==> config.mk <==
export PLATFORM = sky130hd
export DESIGN_NAME = c_like_source_tokenizer
export DESIGN_NICKNAME = d
export VERILOG_FILES = /design/src/hw/rtl/ctlt_pkg.sv /design/src/hw/rtl/ctlt_outq.sv /design/src/hw/rtl/c_like_source_tokenizer.sv
export SDC_FILE = /design/constraint.sdc
export NUM_CORES = 1
export LEC_CHECK = 0
export BUFFER_PORTS_ARGS = -buffer_cell sky130_fd_sc_hd__buf_2
export CAP_MARGIN = 20
export CELL_PAD_IN_SITES_DETAIL_PLACEMENT = 1
export CELL_PAD_IN_SITES_GLOBAL_PLACEMENT = 1
export CORE_ASPECT_RATIO = 0.8
export CORE_UTILIZATION = 49
export DETAILED_ROUTE_END_ITERATION = 8
export GPL_ROUTABILITY_DRIVEN = 0
export PLACE_DENSITY_LB_ADDON = 0.2
export RECOVER_POWER = 50
export SLEW_MARGIN = 30
export SYNTH_ARGS = -nofsm -noshare
export SYNTH_HDL_FRONTEND = slang
export SYNTH_SLANG_ARGS = --single-unit
==> constraint.sdc <==
create_clock -name clk -period 15.6 [get_ports clk]
set_input_delay 3.12 -clock clk [delete_from_list [all_inputs] [get_ports clk]]
set_output_delay 3.12 -clock clk [all_outputs]
set_load 0.03 [all_outputs]
==> src/hw/rtl/ctlt_pkg.sv <==
// ============================================================================
// ctlt_pkg: shared types and character tables for the C-like tokenizer
// Lexer modes, token kind and error codes, and the character class and
// operator lookup functions used by the tokenizer datapath.
// ============================================================================
`timescale 1ns / 1ps

package ctlt_pkg;

	// Default widths of the position counters.
	localparam int DEF_OFFSET_BITS = 24;
	localparam int DEF_LINE_BITS   = 20;
	localparam int DEF_COLUMN_BITS = 16;

	typedef enum logic [3:0] {
		M_IDLE   = 4'd0,
		M_HOLD   = 4'd1,
		M_LCOM   = 4'd2,
		M_BCOM   = 4'd3,
		M_BSTAR  = 4'd4,
		M_IDENT  = 4'd5,
		M_ZERO   = 4'd6,
		M_DEC    = 4'd7,
		M_HEX0   = 4'd8,
		M_HEX    = 4'd9,
		M_FLOAT  = 4'd10,
		M_CHOPEN = 4'd11,
		M_CHESC  = 4'd12,
		M_CHBODY = 4'd13,
		M_STR    = 4'd14,
		M_STRESC = 4'd15
	} mode_t;

	localparam logic [5:0] K_IDENT    = 6'd0;
	localparam logic [5:0] K_INT      = 6'd1;
	localparam logic [5:0] K_FLOAT    = 6'd2;
	localparam logic [5:0] K_CHAR     = 6'd3;
	localparam logic [5:0] K_STRING   = 6'd4;
	localparam logic [5:0] K_ELLIPSIS = 6'd5;
	localparam logic [5:0] K_TWO      = 6'd6;
	localparam logic [5:0] K_ONE      = 6'd19;
	localparam logic [5:0] K_END      = 6'd43;
	localparam logic [5:0] K_INVALID  = 6'd44;

	localparam logic [2:0] E_NONE      = 3'd0;
	localparam logic [2:0] E_UNRECOG   = 3'd1;
	localparam logic [2:0] E_HEX_EMPTY = 3'd2;
	localparam logic [2:0] E_CHAR_OPEN = 3'd3;
	localparam logic [2:0] E_CHAR_NONE = 3'd4;
	localparam logic [2:0] E_CHAR_LONG = 3'd5;
	localparam logic [2:0] E_STR_OPEN  = 3'd6;

	localparam logic [7:0] CH_TAB    = 8'h09;
	localparam logic [7:0] CH_LF     = 8'h0A;
	localparam logic [7:0] CH_CR     = 8'h0D;
	localparam logic [7:0] CH_SPACE  = 8'h20;
	localparam logic [7:0] CH_DQUOTE = 8'h22;
	localparam logic [7:0] CH_QUOTE  = 8'h27;
	localparam logic [7:0] CH_STAR   = 8'h2A;
	localparam logic [7:0] CH_DOT    = 8'h2E;
	localparam logic [7:0] CH_SLASH  = 8'h2F;
	localparam logic [7:0] CH_ZERO   = 8'h30;
	localparam logic [7:0] CH_BSLASH = 8'h5C;
	localparam logic [7:0] CH_UNDER  = 8'h5F;
	localparam logic [7:0] CH_LOWX   = 8'h78;

	// Position of the dot and the slash in the one-character operator list.
	localparam logic [4:0] ONE_DOT   = 5'd10;
	localparam logic [4:0] ONE_SLASH = 5'd15;

	typedef struct packed {
		logic       hit;
		logic [4:0] idx;
	} op_hit_t;

	function automatic logic is_digit(input logic [7:0] c);
		return (c >= 8'h30) && (c <= 8'h39);
	endfunction

	function automatic logic is_alpha(input logic [7:0] c);
		return ((c >= 8'h41) && (c <= 8'h5A)) || ((c >= 8'h61) && (c <= 8'h7A));
	endfunction

	function automatic logic is_hex(input logic [7:0] c);
		return is_digit(c) || ((c >= 8'h61) && (c <= 8'h66)) || ((c >= 8'h41) && (c <= 8'h46));
	endfunction

	function automatic logic id_start(input logic [7:0] c);
		return is_alpha(c) || (c == CH_UNDER);
	endfunction

	function automatic logic id_cont(input logic [7:0] c);
		return id_start(c) || is_digit(c);
	endfunction

	function automatic logic is_blank(input logic [7:0] c);
		return (c == CH_SPACE) || (c == CH_TAB) || (c == CH_LF) || (c == CH_CR);
	endfunction

	// One-character operators in the order ( ) { } [ ] < > : , . ; + - * / = ! ~ & | ? % ^
	function automatic op_hit_t one_index(input logic [7:0] c);
		op_hit_t r;
		r.hit = 1'b1;
		case (c)
			8'h28: r.idx = 5'd0;
			8'h29: r.idx = 5'd1;
			8'h7B: r.idx = 5'd2;
			8'h7D: r.idx = 5'd3;
			8'h5B: r.idx = 5'd4;
			8'h5D: r.idx = 5'd5;
			8'h3C: r.idx = 5'd6;
			8'h3E: r.idx = 5'd7;
			8'h3A: r.idx = 5'd8;
			8'h2C: r.idx = 5'd9;
			8'h2E: r.idx = 5'd10;
			8'h3B: r.idx = 5'd11;
			8'h2B: r.idx = 5'd12;
			8'h2D: r.idx = 5'd13;
			8'h2A: r.idx = 5'd14;
			8'h2F: r.idx = 5'd15;
			8'h3D: r.idx = 5'd16;
			8'h21: r.idx = 5'd17;
			8'h7E: r.idx = 5'd18;
			8'h26: r.idx = 5'd19;
			8'h7C: r.idx = 5'd20;
			8'h3F: r.idx = 5'd21;
			8'h25: r.idx = 5'd22;
			8'h5E: r.idx = 5'd23;
			default: begin
				r.hit = 1'b0;
				r.idx = 5'd0;
			end
		endcase
		return r;
	endfunction

	// Two-character operators: -> && || == != <= >= ++ -- << >> += -=
	function automatic op_hit_t two_index(input logic [7:0] a, input logic [7:0] b);
		op_hit_t r;
		r.hit = 1'b1;
		case ({a, b})
			16'h2D3E: r.idx = 5'd0;
			16'h2626: r.idx = 5'd1;
			16'h7C7C: r.idx = 5'd2;
			16'h3D3D: r.idx = 5'd3;
			16'h213D: r.idx = 5'd4;
			16'h3C3D: r.idx = 5'd5;
			16'h3E3D: r.idx = 5'd6;
			16'h2B2B: r.idx = 5'd7;
			16'h2D2D: r.idx = 5'd8;
			16'h3C3C: r.idx = 5'd9;
			16'h3E3E: r.idx = 5'd10;
			16'h2B3D: r.idx = 5'd11;
			16'h2D3D: r.idx = 5'd12;
			default: begin
				r.hit = 1'b0;
				r.idx = 5'd0;
			end
		endcase
		return r;
	endfunction

	function automatic logic two_first(input logic [7:0] c);
		logic r;
		case (c)
			8'h2D, 8'h26, 8'h7C, 8'h3D, 8'h21, 8'h3C, 8'h3E, 8'h2B: r = 1'b1;
			default: r = 1'b0;
		endcase
		return r;
	endfunction

endpackage

==> src/hw/rtl/ctlt_outq.sv <==
// ============================================================================
// ctlt_outq: token output buffer
// Holds the up to three tokens that one source byte produces and hands them
// out one beat at a time, flagging the last token of each batch.
// ============================================================================
`timescale 1ns / 1ps

module ctlt_outq #(
	parameter int DATA_BITS = 8
) (
	input  logic                 clk,
	input  logic                 arst_n,
	input  logic                 push,
	input  logic [1:0]           push_cnt,
	input  logic [DATA_BITS-1:0] push_data [3],
	output logic                 room,
	output logic                 out_valid,
	input  logic                 out_ready,
	output logic [DATA_BITS-1:0] out_data,
	output logic                 out_last
);

	logic [DATA_BITS-1:0] ent_q [3];
	logic [1:0]           cnt_q;
	logic [1:0]           head_q;

	assign out_valid = (cnt_q != 2'd0);
	assign out_data  = ent_q[head_q];
	assign out_last  = (cnt_q == 2'd1);
	// A new batch may land while the final token of the current one leaves.
	assign room      = (cnt_q == 2'd0) || ((cnt_q == 2'd1) && out_ready);

	always_ff @(posedge clk) begin
		if (push) begin
			ent_q <= push_data;
		end
	end

	always_ff @(posedge clk or negedge arst_n) begin
		if (!arst_n) begin
			cnt_q  <= 2'd0;
			head_q <= 2'd0;
		end else if (push) begin
			cnt_q  <= push_cnt;
			head_q <= 2'd0;
		end else if (out_valid && out_ready) begin
			cnt_q  <= cnt_q - 2'd1;
			head_q <= head_q + 2'd1;
		end
	end

`ifndef ASSERT_OFF
	a_head_in_range: assert property (@(posedge clk) disable iff (!arst_n)
		out_valid |-> ({1'b0, head_q} + {1'b0, cnt_q}) <= 3'd3)
		else $error("token buffer read pointer runs past the batch");

	a_push_has_room: assert property (@(posedge clk) disable iff (!arst_n)
		push |-> room)
		else $error("batch pushed while tokens still wait");

	a_pop_counts_down: assert property (@(posedge clk) disable iff (!arst_n)
		(!push && out_valid && out_ready) |=> (cnt_q == $past(cnt_q) - 2'd1))
		else $error("token count did not drop after a beat");
`endif

endmodule

==> src/hw/rtl/c_like_source_tokenizer.sv <==
// ============================================================================
// c_like_source_tokenizer: byte-serial C-style lexer
// Takes one source byte per beat (or an end marker) and returns tokens with
// kind, byte offsets, start and end line/column, and an error code. Blanks and
// both comment styles are skipped; an unclosed block comment runs to the end.
// A byte is taken every cycle while the token buffer has room: the lexer
// state and the position counters are updated in a single pass between the
// input and the token buffer. A byte can complete up to three tokens (two
// pending dots plus a one-character operator); those leave the token buffer
// one per cycle while out_ready is high, and input is held off while more
// than the last of them still waits. After an invalid token nothing is
// emitted until the end marker, which then returns the block to its reset
// state. Offsets, lines and columns saturate at their maximum. Identifiers
// are never classified as keywords.
// ============================================================================
`timescale 1ns / 1ps

module c_like_source_tokenizer #(
	parameter int OFFSET_BITS = ctlt_pkg::DEF_OFFSET_BITS,
	parameter int LINE_BITS   = ctlt_pkg::DEF_LINE_BITS,
	parameter int COLUMN_BITS = ctlt_pkg::DEF_COLUMN_BITS
) (
	input  logic                   clk,
	input  logic                   arst_n,
	input  logic                   in_valid,
	output logic                   in_ready,
	input  logic [7:0]             source_byte,
	input  logic                   end_marker,
	output logic                   out_valid,
	input  logic                   out_ready,
	output logic [5:0]             token_kind,
	output logic [OFFSET_BITS-1:0] start_offset,
	output logic [OFFSET_BITS-1:0] end_offset,
	output logic [LINE_BITS-1:0]   start_line,
	output logic [COLUMN_BITS-1:0] start_column,
	output logic [LINE_BITS-1:0]   end_line,
	output logic [COLUMN_BITS-1:0] end_column,
	output logic [2:0]             error_code,
	output logic                   last_of_run
);
	import ctlt_pkg::*;

	typedef struct packed {
		logic [5:0]             kind;
		logic [2:0]             err;
		logic [OFFSET_BITS-1:0] so;
		logic [LINE_BITS-1:0]   sl;
		logic [COLUMN_BITS-1:0] sc;
		logic [OFFSET_BITS-1:0] eo;
		logic [LINE_BITS-1:0]   el;
		logic [COLUMN_BITS-1:0] ec;
	} tok_t;

	localparam int TokBits = $bits(tok_t);

	localparam logic [OFFSET_BITS-1:0] OffMax = '1;
	localparam logic [LINE_BITS-1:0]   LinMax = '1;
	localparam logic [COLUMN_BITS-1:0] ColMax = '1;
	localparam logic [LINE_BITS-1:0]   LineOne = LINE_BITS'(1);
	localparam logic [COLUMN_BITS-1:0] ColOne  = COLUMN_BITS'(1);

	function automatic tok_t mk_tok(
		input logic [5:0] kind, input logic [2:0] err,
		input logic [OFFSET_BITS-1:0] so, input logic [LINE_BITS-1:0] sl,
		input logic [COLUMN_BITS-1:0] sc,
		input logic [OFFSET_BITS-1:0] eo, input logic [LINE_BITS-1:0] el,
		input logic [COLUMN_BITS-1:0] ec);
		tok_t t;
		t.kind = kind;
		t.err  = err;
		t.so   = so;
		t.sl   = sl;
		t.sc   = sc;
		t.eo   = eo;
		t.el   = el;
		t.ec   = ec;
		return t;
	endfunction

	// Lexer state and cursor.
	mode_t                  mode_q, mode_d;
	logic [7:0]             pend_q, pend_d;
	logic                   dot2_q, dot2_d;
	logic [OFFSET_BITS-1:0] off_q, off_d;
	logic [LINE_BITS-1:0]   line_q, line_d;
	logic [COLUMN_BITS-1:0] col_q, col_d;
	logic [OFFSET_BITS-1:0] tso_q, tso_d;
	logic [LINE_BITS-1:0]   tsl_q, tsl_d;
	logic [COLUMN_BITS-1:0] tsc_q, tsc_d;
	logic                   halt_q, halt_d;

	logic                   accept;
	logic                   cv;
	logic [OFFSET_BITS-1:0] adv_off;
	logic [LINE_BITS-1:0]   adv_line;
	logic [COLUMN_BITS-1:0] adv_col;
	logic [OFFSET_BITS-1:0] dot_off;
	logic [COLUMN_BITS-1:0] dot_col;
	op_hit_t                one_c, one_p, two_pc;

	// Up to two tokens come out of the pending token, one more from the
	// byte itself once the lexer falls back to idle.
	tok_t                   tok_a0, tok_a1, tok_b;
	logic                   ea0, ea1, eb;
	logic                   fall, consume;
	logic [1:0]             push_cnt;
	logic [TokBits-1:0]     push_data [3];
	tok_t                   head_tok;
	logic [TokBits-1:0]     head_bits;

	assign accept = in_valid && in_ready;
	assign cv     = !end_marker;

	assign adv_off  = (off_q == OffMax) ? off_q : off_q + 1'b1;
	assign adv_line = (source_byte == CH_LF)
		? ((line_q == LinMax) ? line_q : line_q + 1'b1) : line_q;
	assign adv_col  = (source_byte == CH_LF) ? ColOne
		: ((col_q == ColMax) ? col_q : col_q + 1'b1);
	// Second of two held dots starts one byte after the first.
	assign dot_off  = (tso_q == OffMax) ? tso_q : tso_q + 1'b1;
	assign dot_col  = (tsc_q == ColMax) ? tsc_q : tsc_q + 1'b1;

	assign one_c  = one_index(source_byte);
	assign one_p  = one_index(pend_q);
	assign two_pc = two_index(pend_q, source_byte);

	always_comb begin
		mode_d  = mode_q;
		pend_d  = pend_q;
		dot2_d  = dot2_q;
		tso_d   = tso_q;
		tsl_d   = tsl_q;
		tsc_d   = tsc_q;
		halt_d  = halt_q;
		ea0     = 1'b0;
		ea1     = 1'b0;
		eb      = 1'b0;
		fall    = 1'b0;
		consume = 1'b0;
		tok_a0  = mk_tok(K_INVALID, E_UNRECOG, tso_q, tsl_q, tsc_q, off_q, line_q, col_q);
		tok_a1  = mk_tok(K_ONE + {1'b0, ONE_DOT}, E_NONE, dot_off, tsl_q, dot_col,
			off_q, line_q, col_q);
		tok_b   = mk_tok(K_END, E_NONE, off_q, line_q, col_q, off_q, line_q, col_q);

		if (!halt_q) begin
			unique case (mode_q)
				M_IDLE: begin
					fall = 1'b1;
				end
				M_HOLD: begin
					if (pend_q == CH_SLASH) begin
						if (cv && (source_byte == CH_SLASH)) begin
							consume = 1'b1;
							mode_d  = M_LCOM;
						end else if (cv && (source_byte == CH_STAR)) begin
							consume = 1'b1;
							mode_d  = M_BCOM;
						end else begin
							ea0          = 1'b1;
							tok_a0.kind  = K_ONE + {1'b0, ONE_SLASH};
							tok_a0.err   = E_NONE;
							fall         = 1'b1;
						end
					end else if (pend_q == CH_DOT) begin
						if (cv && (source_byte == CH_DOT)) begin
							consume = 1'b1;
							if (dot2_q) begin
								ea0       = 1'b1;
								tok_a0    = mk_tok(K_ELLIPSIS, E_NONE, tso_q, tsl_q, tsc_q,
									adv_off, adv_line, adv_col);
								mode_d    = M_IDLE;
							end else begin
								dot2_d    = 1'b1;
							end
						end else begin
							ea0 = 1'b1;
							if (dot2_q) begin
								// Two lone dots: the first ends where the second starts.
								tok_a0 = mk_tok(K_ONE + {1'b0, ONE_DOT}, E_NONE,
									tso_q, tsl_q, tsc_q, dot_off, tsl_q, dot_col);
								ea1    = 1'b1;
							end else begin
								tok_a0.kind = K_ONE + {1'b0, ONE_DOT};
								tok_a0.err  = E_NONE;
							end
							fall = 1'b1;
						end
					end else if (cv && two_pc.hit) begin
						consume = 1'b1;
						ea0     = 1'b1;
						tok_a0  = mk_tok(K_TWO + {1'b0, two_pc.idx}, E_NONE, tso_q, tsl_q,
							tsc_q, adv_off, adv_line, adv_col);
						mode_d  = M_IDLE;
					end else begin
						ea0  = 1'b1;
						fall = 1'b1;
						if (one_p.hit) begin
							tok_a0.kind = K_ONE + {1'b0, one_p.idx};
							tok_a0.err  = E_NONE;
						end
					end
				end
				M_LCOM: begin
					if (!cv || (source_byte == CH_LF)) begin
						fall = 1'b1;
					end else begin
						consume = 1'b1;
					end
				end
				M_BCOM, M_BSTAR: begin
					if (!cv) begin
						fall = 1'b1;
					end else begin
						consume = 1'b1;
						if ((mode_q == M_BSTAR) && (source_byte == CH_SLASH)) begin
							mode_d = M_IDLE;
						end else if (source_byte == CH_STAR) begin
							mode_d = M_BSTAR;
						end else begin
							mode_d = M_BCOM;
						end
					end
				end
				M_IDENT: begin
					if (cv && id_cont(source_byte)) begin
						consume = 1'b1;
					end else begin
						ea0         = 1'b1;
						tok_a0.kind = K_IDENT;
						tok_a0.err  = E_NONE;
						fall        = 1'b1;
					end
				end
				M_ZERO, M_DEC: begin
					if (cv && (mode_q == M_ZERO) && (source_byte == CH_LOWX)) begin
						consume = 1'b1;
						mode_d  = M_HEX0;
					end else if (cv && is_digit(source_byte)) begin
						consume = 1'b1;
						mode_d  = M_DEC;
					end else if (cv && (source_byte == CH_DOT)) begin
						consume = 1'b1;
						mode_d  = M_FLOAT;
					end else begin
						ea0         = 1'b1;
						tok_a0.kind = K_INT;
						tok_a0.err  = E_NONE;
						fall        = 1'b1;
					end
				end
				M_HEX0: begin
					if (cv && is_hex(source_byte)) begin
						consume = 1'b1;
						mode_d  = M_HEX;
					end else begin
						ea0        = 1'b1;
						tok_a0.err = E_HEX_EMPTY;
						halt_d     = 1'b1;
					end
				end
				M_HEX: begin
					if (cv && is_hex(source_byte)) begin
						consume = 1'b1;
					end else begin
						ea0         = 1'b1;
						tok_a0.kind = K_INT;
						tok_a0.err  = E_NONE;
						fall        = 1'b1;
					end
				end
				M_FLOAT: begin
					if (cv && is_digit(source_byte)) begin
						consume = 1'b1;
					end else begin
						ea0         = 1'b1;
						tok_a0.kind = K_FLOAT;
						tok_a0.err  = E_NONE;
						fall        = 1'b1;
					end
				end
				M_CHOPEN: begin
					if (!cv) begin
						ea0        = 1'b1;
						tok_a0.err = E_CHAR_OPEN;
						halt_d     = 1'b1;
					end else if (source_byte == CH_BSLASH) begin
						consume = 1'b1;
						mode_d  = M_CHESC;
					end else if (source_byte == CH_QUOTE) begin
						ea0        = 1'b1;
						tok_a0.err = E_CHAR_NONE;
						halt_d     = 1'b1;
					end else begin
						consume = 1'b1;
						mode_d  = M_CHBODY;
					end
				end
				M_CHESC: begin
					if (!cv) begin
						ea0        = 1'b1;
						tok_a0.err = E_CHAR_OPEN;
						halt_d     = 1'b1;
					end else begin
						consume = 1'b1;
						mode_d  = M_CHBODY;
					end
				end
				M_CHBODY: begin
					if (cv && (source_byte == CH_QUOTE)) begin
						consume = 1'b1;
						ea0     = 1'b1;
						tok_a0  = mk_tok(K_CHAR, E_NONE, tso_q, tsl_q, tsc_q,
							adv_off, adv_line, adv_col);
						mode_d  = M_IDLE;
					end else begin
						ea0        = 1'b1;
						tok_a0.err = E_CHAR_LONG;
						halt_d     = 1'b1;
					end
				end
				M_STR: begin
					if (!cv) begin
						ea0        = 1'b1;
						tok_a0.err = E_STR_OPEN;
						halt_d     = 1'b1;
					end else begin
						consume = 1'b1;
						if (source_byte == CH_DQUOTE) begin
							ea0    = 1'b1;
							tok_a0 = mk_tok(K_STRING, E_NONE, tso_q, tsl_q, tsc_q,
								adv_off, adv_line, adv_col);
							mode_d = M_IDLE;
						end else if (source_byte == CH_BSLASH) begin
							mode_d = M_STRESC;
						end
					end
				end
				M_STRESC: begin
					if (!cv) begin
						ea0        = 1'b1;
						tok_a0.err = E_STR_OPEN;
						halt_d     = 1'b1;
					end else begin
						consume = 1'b1;
						mode_d  = M_STR;
					end
				end
				default: begin
					fall = 1'b1;
				end
			endcase

			// Back to idle with the same byte offered again.
			if (fall) begin
				mode_d = M_IDLE;
				dot2_d = 1'b0;
				if (!cv) begin
					eb = 1'b1;
				end else if (!is_blank(source_byte)) begin
					tso_d = off_q;
					tsl_d = line_q;
					tsc_d = col_q;
					if ((source_byte == CH_SLASH) || (source_byte == CH_DOT)
						|| two_first(source_byte)) begin
						consume = 1'b1;
						pend_d  = source_byte;
						mode_d  = M_HOLD;
					end else if (id_start(source_byte)) begin
						consume = 1'b1;
						mode_d  = M_IDENT;
					end else if (is_digit(source_byte)) begin
						consume = 1'b1;
						mode_d  = (source_byte == CH_ZERO) ? M_ZERO : M_DEC;
					end else if (source_byte == CH_QUOTE) begin
						consume = 1'b1;
						mode_d  = M_CHOPEN;
					end else if (source_byte == CH_DQUOTE) begin
						consume = 1'b1;
						mode_d  = M_STR;
					end else if (one_c.hit) begin
						consume = 1'b1;
						eb      = 1'b1;
						tok_b   = mk_tok(K_ONE + {1'b0, one_c.idx}, E_NONE, off_q, line_q,
							col_q, adv_off, adv_line, adv_col);
					end else begin
						eb         = 1'b1;
						tok_b.kind = K_INVALID;
						tok_b.err  = E_UNRECOG;
						halt_d     = 1'b1;
					end
				end else begin
					consume = 1'b1;
				end
			end
		end

		off_d  = consume ? adv_off : off_q;
		line_d = consume ? adv_line : line_q;
		col_d  = consume ? adv_col : col_q;

		// The end marker always returns the lexer to its reset state.
		if (end_marker) begin
			mode_d = M_IDLE;
			dot2_d = 1'b0;
			off_d  = '0;
			line_d = LineOne;
			col_d  = ColOne;
			tso_d  = '0;
			tsl_d  = LineOne;
			tsc_d  = ColOne;
			halt_d = 1'b0;
		end
	end

	always_ff @(posedge clk or negedge arst_n) begin
		if (!arst_n) begin
			mode_q <= M_IDLE;
			pend_q <= 8'h00;
			dot2_q <= 1'b0;
			off_q  <= '0;
			line_q <= LineOne;
			col_q  <= ColOne;
			tso_q  <= '0;
			tsl_q  <= LineOne;
			tsc_q  <= ColOne;
			halt_q <= 1'b0;
		end else if (accept) begin
			mode_q <= mode_d;
			pend_q <= pend_d;
			dot2_q <= dot2_d;
			off_q  <= off_d;
			line_q <= line_d;
			col_q  <= col_d;
			tso_q  <= tso_d;
			tsl_q  <= tsl_d;
			tsc_q  <= tsc_d;
			halt_q <= halt_d;
		end
	end

	// Pack the batch in emission order; ea1 is only ever set with ea0.
	assign push_cnt     = {1'b0, ea0} + {1'b0, ea1} + {1'b0, eb};
	assign push_data[0] = ea0 ? tok_a0 : tok_b;
	assign push_data[1] = ea1 ? tok_a1 : tok_b;
	assign push_data[2] = tok_b;

	ctlt_outq #(
		.DATA_BITS(TokBits)
	) u_outq (
		.clk      (clk),
		.arst_n   (arst_n),
		.push     (accept),
		.push_cnt (push_cnt),
		.push_data(push_data),
		.room     (in_ready),
		.out_valid(out_valid),
		.out_ready(out_ready),
		.out_data (head_bits),
		.out_last (last_of_run)
	);

	assign head_tok     = head_bits;
	assign token_kind   = head_tok.kind;
	assign error_code   = head_tok.err;
	assign start_offset = head_tok.so;
	assign start_line   = head_tok.sl;
	assign start_column = head_tok.sc;
	assign end_offset   = head_tok.eo;
	assign end_line     = head_tok.el;
	assign end_column   = head_tok.ec;

endmodule

Word-level counts from Yosys, hierarchy flattened. Index checks and enable logic that the tools add are counted.

Input port bits: 13. Memories: 0. Memory bits (writable): 0. Word-level logic and storage cells: 407. ROM bits: 0. Bits in registers: 525. Bits in latches: 0. Output and inout port bits: 132.

Equality and inequality tests: 104. Multiply operators: 0. Mux-type cells: 206. Shift-type cells: 0. Div/mod/pow operators: 0. $lt $le $gt $ge: 9. Add/subtract/negate cells: 12. Reduce and logical (&&, ||, !) cells: 56. Bitwise operators: 4.

Operator list (count): 129-bit 2-to-1 mux (17); 120-bit 2-to-1 mux (3); 120-bit case mux with 3 select lines (1); 8-bit by 6-bit equality test with 1-bit output, second input constant (38); 129-bit binary-select mux with 2-bit select (1); 60-bit 2-to-1 mux (4); 5-bit case mux with 23 select lines (2); 16-bit by 14-bit equality test with 1-bit output, second input constant (12); 24-bit 2-to-1 mux (8); 20-bit 2-to-1 mux (8); 16-bit 2-to-1 mux (9); 8-bit by 7-bit equality test with 1-bit output, second input constant (17); 4-bit 2-to-1 mux (25); 1-bit 2-to-1 mux (92); 9-bit 2-to-1 mux (10); 24-bit by 1-bit adder with 24-bit output, second input constant (2); 24-bit equality test, second input constant (2); 4-bit case mux with 12 select lines (1); 24-bit OR reduction (2); 6-bit case mux with 7 select lines (1); 4-bit case mux with 9 select lines (1); 3-bit case mux with 11 select lines (1); 16-bit by 1-bit adder with 16-bit output, second input constant (2); 16-bit equality test, second input constant (2); 50 further kinds (130).

Depth between registers and ports, before layout.
Word-level depth: 20. Mapped depth: 16. Depth with buffers taken out: 12.

Cells and area by module. From an unflattened synthesis, not the netlist that was laid out.

Cell total of the unflattened synthesis: 3250. Area, all modules: 30584.3 sq um.

By module, submodules not included: c_like_source_tokenizer (area each 16031.6 sq um, cells each 2409, seq. area each 3358.2 sq um, times used 1); ctlt_outq (area each 14552.7 sq um, cells each 841, seq. area each 11721.2 sq um, times used 1).

Worst setup path before layout. OpenSTA, ideal clock, no wires.

Path kind: input to register. Start: in out_ready. End: reg col_q[14]. Buffers on the path: 3. Slack: 593 ps. Data required time: 15505 ps. Library setup time: 95 ps. Stages: 12. Arrival: 14912 ps. Path through: nand2_1 nand2_1 nand2_1 clkinv_1 nand2b_1 a31o_2 o311a_1 clkbuf_1 buf_2 buf_2 nand2_1 o31ai_1.

Cells in the longest elaborated chain, start to end: 4.

Ends and longest elaborated chain: from (decl) (line c_like_source_tokenizer.sv:30) `input logic out_ready,`; 1-bit logical AND (line ctlt_outq.sv:31) `assign room = (cnt_q == 2'd0) || ((cnt_q == 2'd1) && out_ready);`; 1-bit logical OR (line ctlt_outq.sv:31); net in_ready (line c_like_source_tokenizer.sv:26) `output logic in_ready,`; 1-bit logical AND (line c_like_source_tokenizer.sv:111) `assign accept = in_valid && in_ready;`; net accept (line c_like_source_tokenizer.sv:92) `logic accept;`; 2-bit AND reduction (no line); to (signal assigned) (line c_like_source_tokenizer.sv:422) `col_q <= ColOne;`; to (signal assigned) (line c_like_source_tokenizer.sv:433) `col_q <= col_d;`; to (decl) (line c_like_source_tokenizer.sv:86) `logic [COLUMN_BITS-1:0] col_q, col_d;`.

The timed path passes the listed nets, and every way through them passes these cells. A chain may end at the register's enable or synchronous reset.

Worst setup path after layout.
Start: in out_ready. End: reg u_outq.ent_q[37] (netlist name), enable pin.

Cells in the longest elaborated chain, start to end: 3.

Ends and longest elaborated chain: 1-bit logical AND (line ctlt_outq.sv:31); 1-bit logical OR (line ctlt_outq.sv:31); 1-bit logical AND (line c_like_source_tokenizer.sv:111); net accept (line c_like_source_tokenizer.sv:92); to (signal assigned) (line ctlt_outq.sv:35) `ent_q <= push_data;`; to (decl) (line ctlt_outq.sv:23) `logic [DATA_BITS-1:0] ent_q [3];`.

The timed path passes the listed nets, and every way through them passes these cells.

==> results.ini <==
[cts]
cts.path.max_buffers=3
clock_sinks=521
post_cts_buffers=0
ctsResizeCount=0
h-tree-depth=2
clk_latency_ns=0.64
cts_tree=yes
clk_pin_slew_ns=0.06
postCtsHoldBufs=0
clock_tree.root_cell=clkbuf_16
cts_made_buffers=55

[worst_setup_path]
crit_buf_inv=4
path_cells=buf_2 -> nand2_1 -> nand2_1 -> nand2_1 -> clkinvlp_2 -> clkbuf_1 -> buf_6
crit_slowest_cell=clkbuf_1
cp.arrival_ns=10.15
crit_required_ns=15.85
cpPeakStageDelay_ns=3.06
worstSetupPathType=in2reg
worst_setup_path_start_kind=input port
critical_path.top_delay_family=buffers and inverters
path_common_cell=nand2_1
worstPathMaxFanout=85
end_kind=flop

[layout]
nFillCells=6704
final_nets=3144
final_cells=3987
mostFrequentLayoutCells=nand2_1 (490), edfxtp_1 (383), o21ai_0 (293), nor2_1 (195), a21oi_1 (188)
drive_gt1_frac=0.105
antenna_cells=0
layout_commonest_cell=nand2_1
area_delta_synth_final_pct=9.35

[sta]
hold_viol=0
finalSetupViolCount=0
rsz0062_at_grt=false
max_slew_margin=-1.79
fin_setup_tns_ns=0
post-route-period-util=0.635
max_clock_freq_mhz=101
skew_ns=0.0278
drv_slew=446
fin_ws_ns=5.70
fin_crit_ns=9.90
hold_slack_ns=0.539
tightest_slew_ns=4.18

[floorplanning]
ios=145
die_w_um=279
start_util=0.500
die_area_um2=62400
rows=80
die_y_um=224
core_area_um2=60200

[synth]
synth.largest_area_cell=edfxtp_1
synth-edff-count=383
ys_seq_area_frac=0.497
yosysUniqueCellTypes=91
synth.cell_area_um2=30100
ys.flop_type=edfxtp_1
synth_cells=3176
syn_avg_cell_area_um2=9.48
yosys_register_bits=521
async_flop_share=0.265
yosys_warnings=0
synth_fp_nets=3200
synth.top_cell.area_share=0.382
synthTopCellsByArea=edfxtp_1 (38%), dfrtp_1 (11%), nand2_1 (6.1%)

[drt]
dr.first_iter.drc_count=3432
via_count=26800
wl_per_cell_um=27.6
viasPerCell=6.73
wirelength_mm=110
drt_pass1_iterations=6
drcViolationCount=0
postRouteAntennaNets=0

[worst_hold_path]
hp-class=reg2reg

[grt]
grt_max_degree=86
antenna_found_initial=5
overflow=0
gr-usage-all-layers=0.349
grt_pass1_wl_mm=168
grt_pass1_vias=27500

[placed_design]
pre_cts_slack_ns=7.17
placed_cells=3882
hpwl_mm=69.6
io_buffers=144

[status]
violations=capacitance limit, slew limit
status=complete, but fails checks

[power]
power_density_nw_per_um2=166
p_leak_nw=12.5
ir_worst_vdd_mv=0.115

[flow_run]
drv_cap=9

[synthesized netlist by cell type, types with 13 or more instances]
master    instances
nand2_1         490
edfxtp_1        383
o21ai_0         294
clkbuf_1        254
nor2_1          199
a21oi_1         188
mux2i_1         159
dfrtp_1         134
nand3_1         132
a22o_1           77
inv_1            71
xnor2_1          66
nor3_1           55
and3_1           47
nand4_1          43
buf_2            29
a21o_1           26
nor4_1           26
xor2_1           26
nand2b_1         20
and2_1           19
a22oi_1          18
a31oi_1          18
nor2b_1          17
a211oi_1         16
and4_1           16
o211ai_1         16
buf_1            15
mux2_2           15
a221oi_1         13
or3_1            13
[registers in the layout (all words and copies together), names as in the netlist]
name           cells
col_q             16
dot2_q             1
halt_q             1
line_q            20
mode_q             4
off_q             24
pend_q             8
tsc_q             16
tsl_q             20
tso_q             24
u_outq.cnt_q       2
u_outq.ent_q     383
u_outq.head_q      2
[layer usage]
layer / vias to the layer above / global-route usage / routed length (µm)
met1: 13500 / 0.477 / 45500
met3: 289 / 0.0794 / 11500
met5: - / 0 / 13
li1: 11600 / - / -
met2: 1460 / 0.541 / 49100
met4: 2 / 0.130 / 4020
[through the flow]
stage          instance area [µm²]  power, mW  utilization
2_1_floorplan                30100       3.45            -
3_3_place_gp                 31100       4.00        0.517
3_5_place_dp                 31100       4.08        0.518
4_1_cts                      32900       5.42        0.548
5_1_grt                      32900       5.64        0.547
6_report                     32900       5.45        0.547
[worst paths after layout]
path	from	cells past startpoint	slack (ns)	to
worst max register to register	u_outq.cnt_q[0]	8	7.59	u_outq.ent_q[37]
min in group asynchronous	arst_n	1	2.92	off_q[13]
worst max-delay path	out_ready	7	5.70	u_outq.ent_q[37]
worst min register to register	tsl_q[18]	1	0.54	tsl_q[18]
worst min-delay path	tsl_q[18]	1	0.54	tsl_q[18]
max in group asynchronous	arst_n	3	8.51	tsc_q[10]
[worst reg2reg max path, cell delays in order (launching register included)]
cell and delay, ns:
dfrtp_1 0.41, inv_1 0.10, ha_1 0.18, inv_1 0.06, nand2_1 0.07, nand2_1 0.30, clkinvlp_2 2.40, clkbuf_1 3.17
buf_6 0.91
[final cells by class]
| cell class | instances | area (µm²) | area share |
|---|---|---|---|
| Sequential cell | 521 | 15000 | 0.455 |
| Multi-Input combinational cell | 2273 | 13800 | 0.418 |
| Clock buffer | 71 | 1490 | 0.0452 |
| Timing Repair Buffer | 194 | 1090 | 0.0331 |
| Tap cell | 820 | 1030 | 0.0312 |
| Clock inverter | 33 | 312 | 0.00947 |
| Inverter | 75 | 284 | 0.00863 |
[logic make-up after synthesis]
logic type,after synthesis,synth area share
mux,174,0.0585
flops,521,0.497
fa+ha+maj,11,0.00482
simple gates,1140,0.178
compound gates,856,0.185
xor+xnor,92,0.0268
buf+inv,382,0.0498
[report_power, final]
part           internal (mW)  switching, mW
combinational          0.525           1.52
clock                  0.756          0.588
sequential              1.85          0.208
Power figures use the tool's default switching activity.
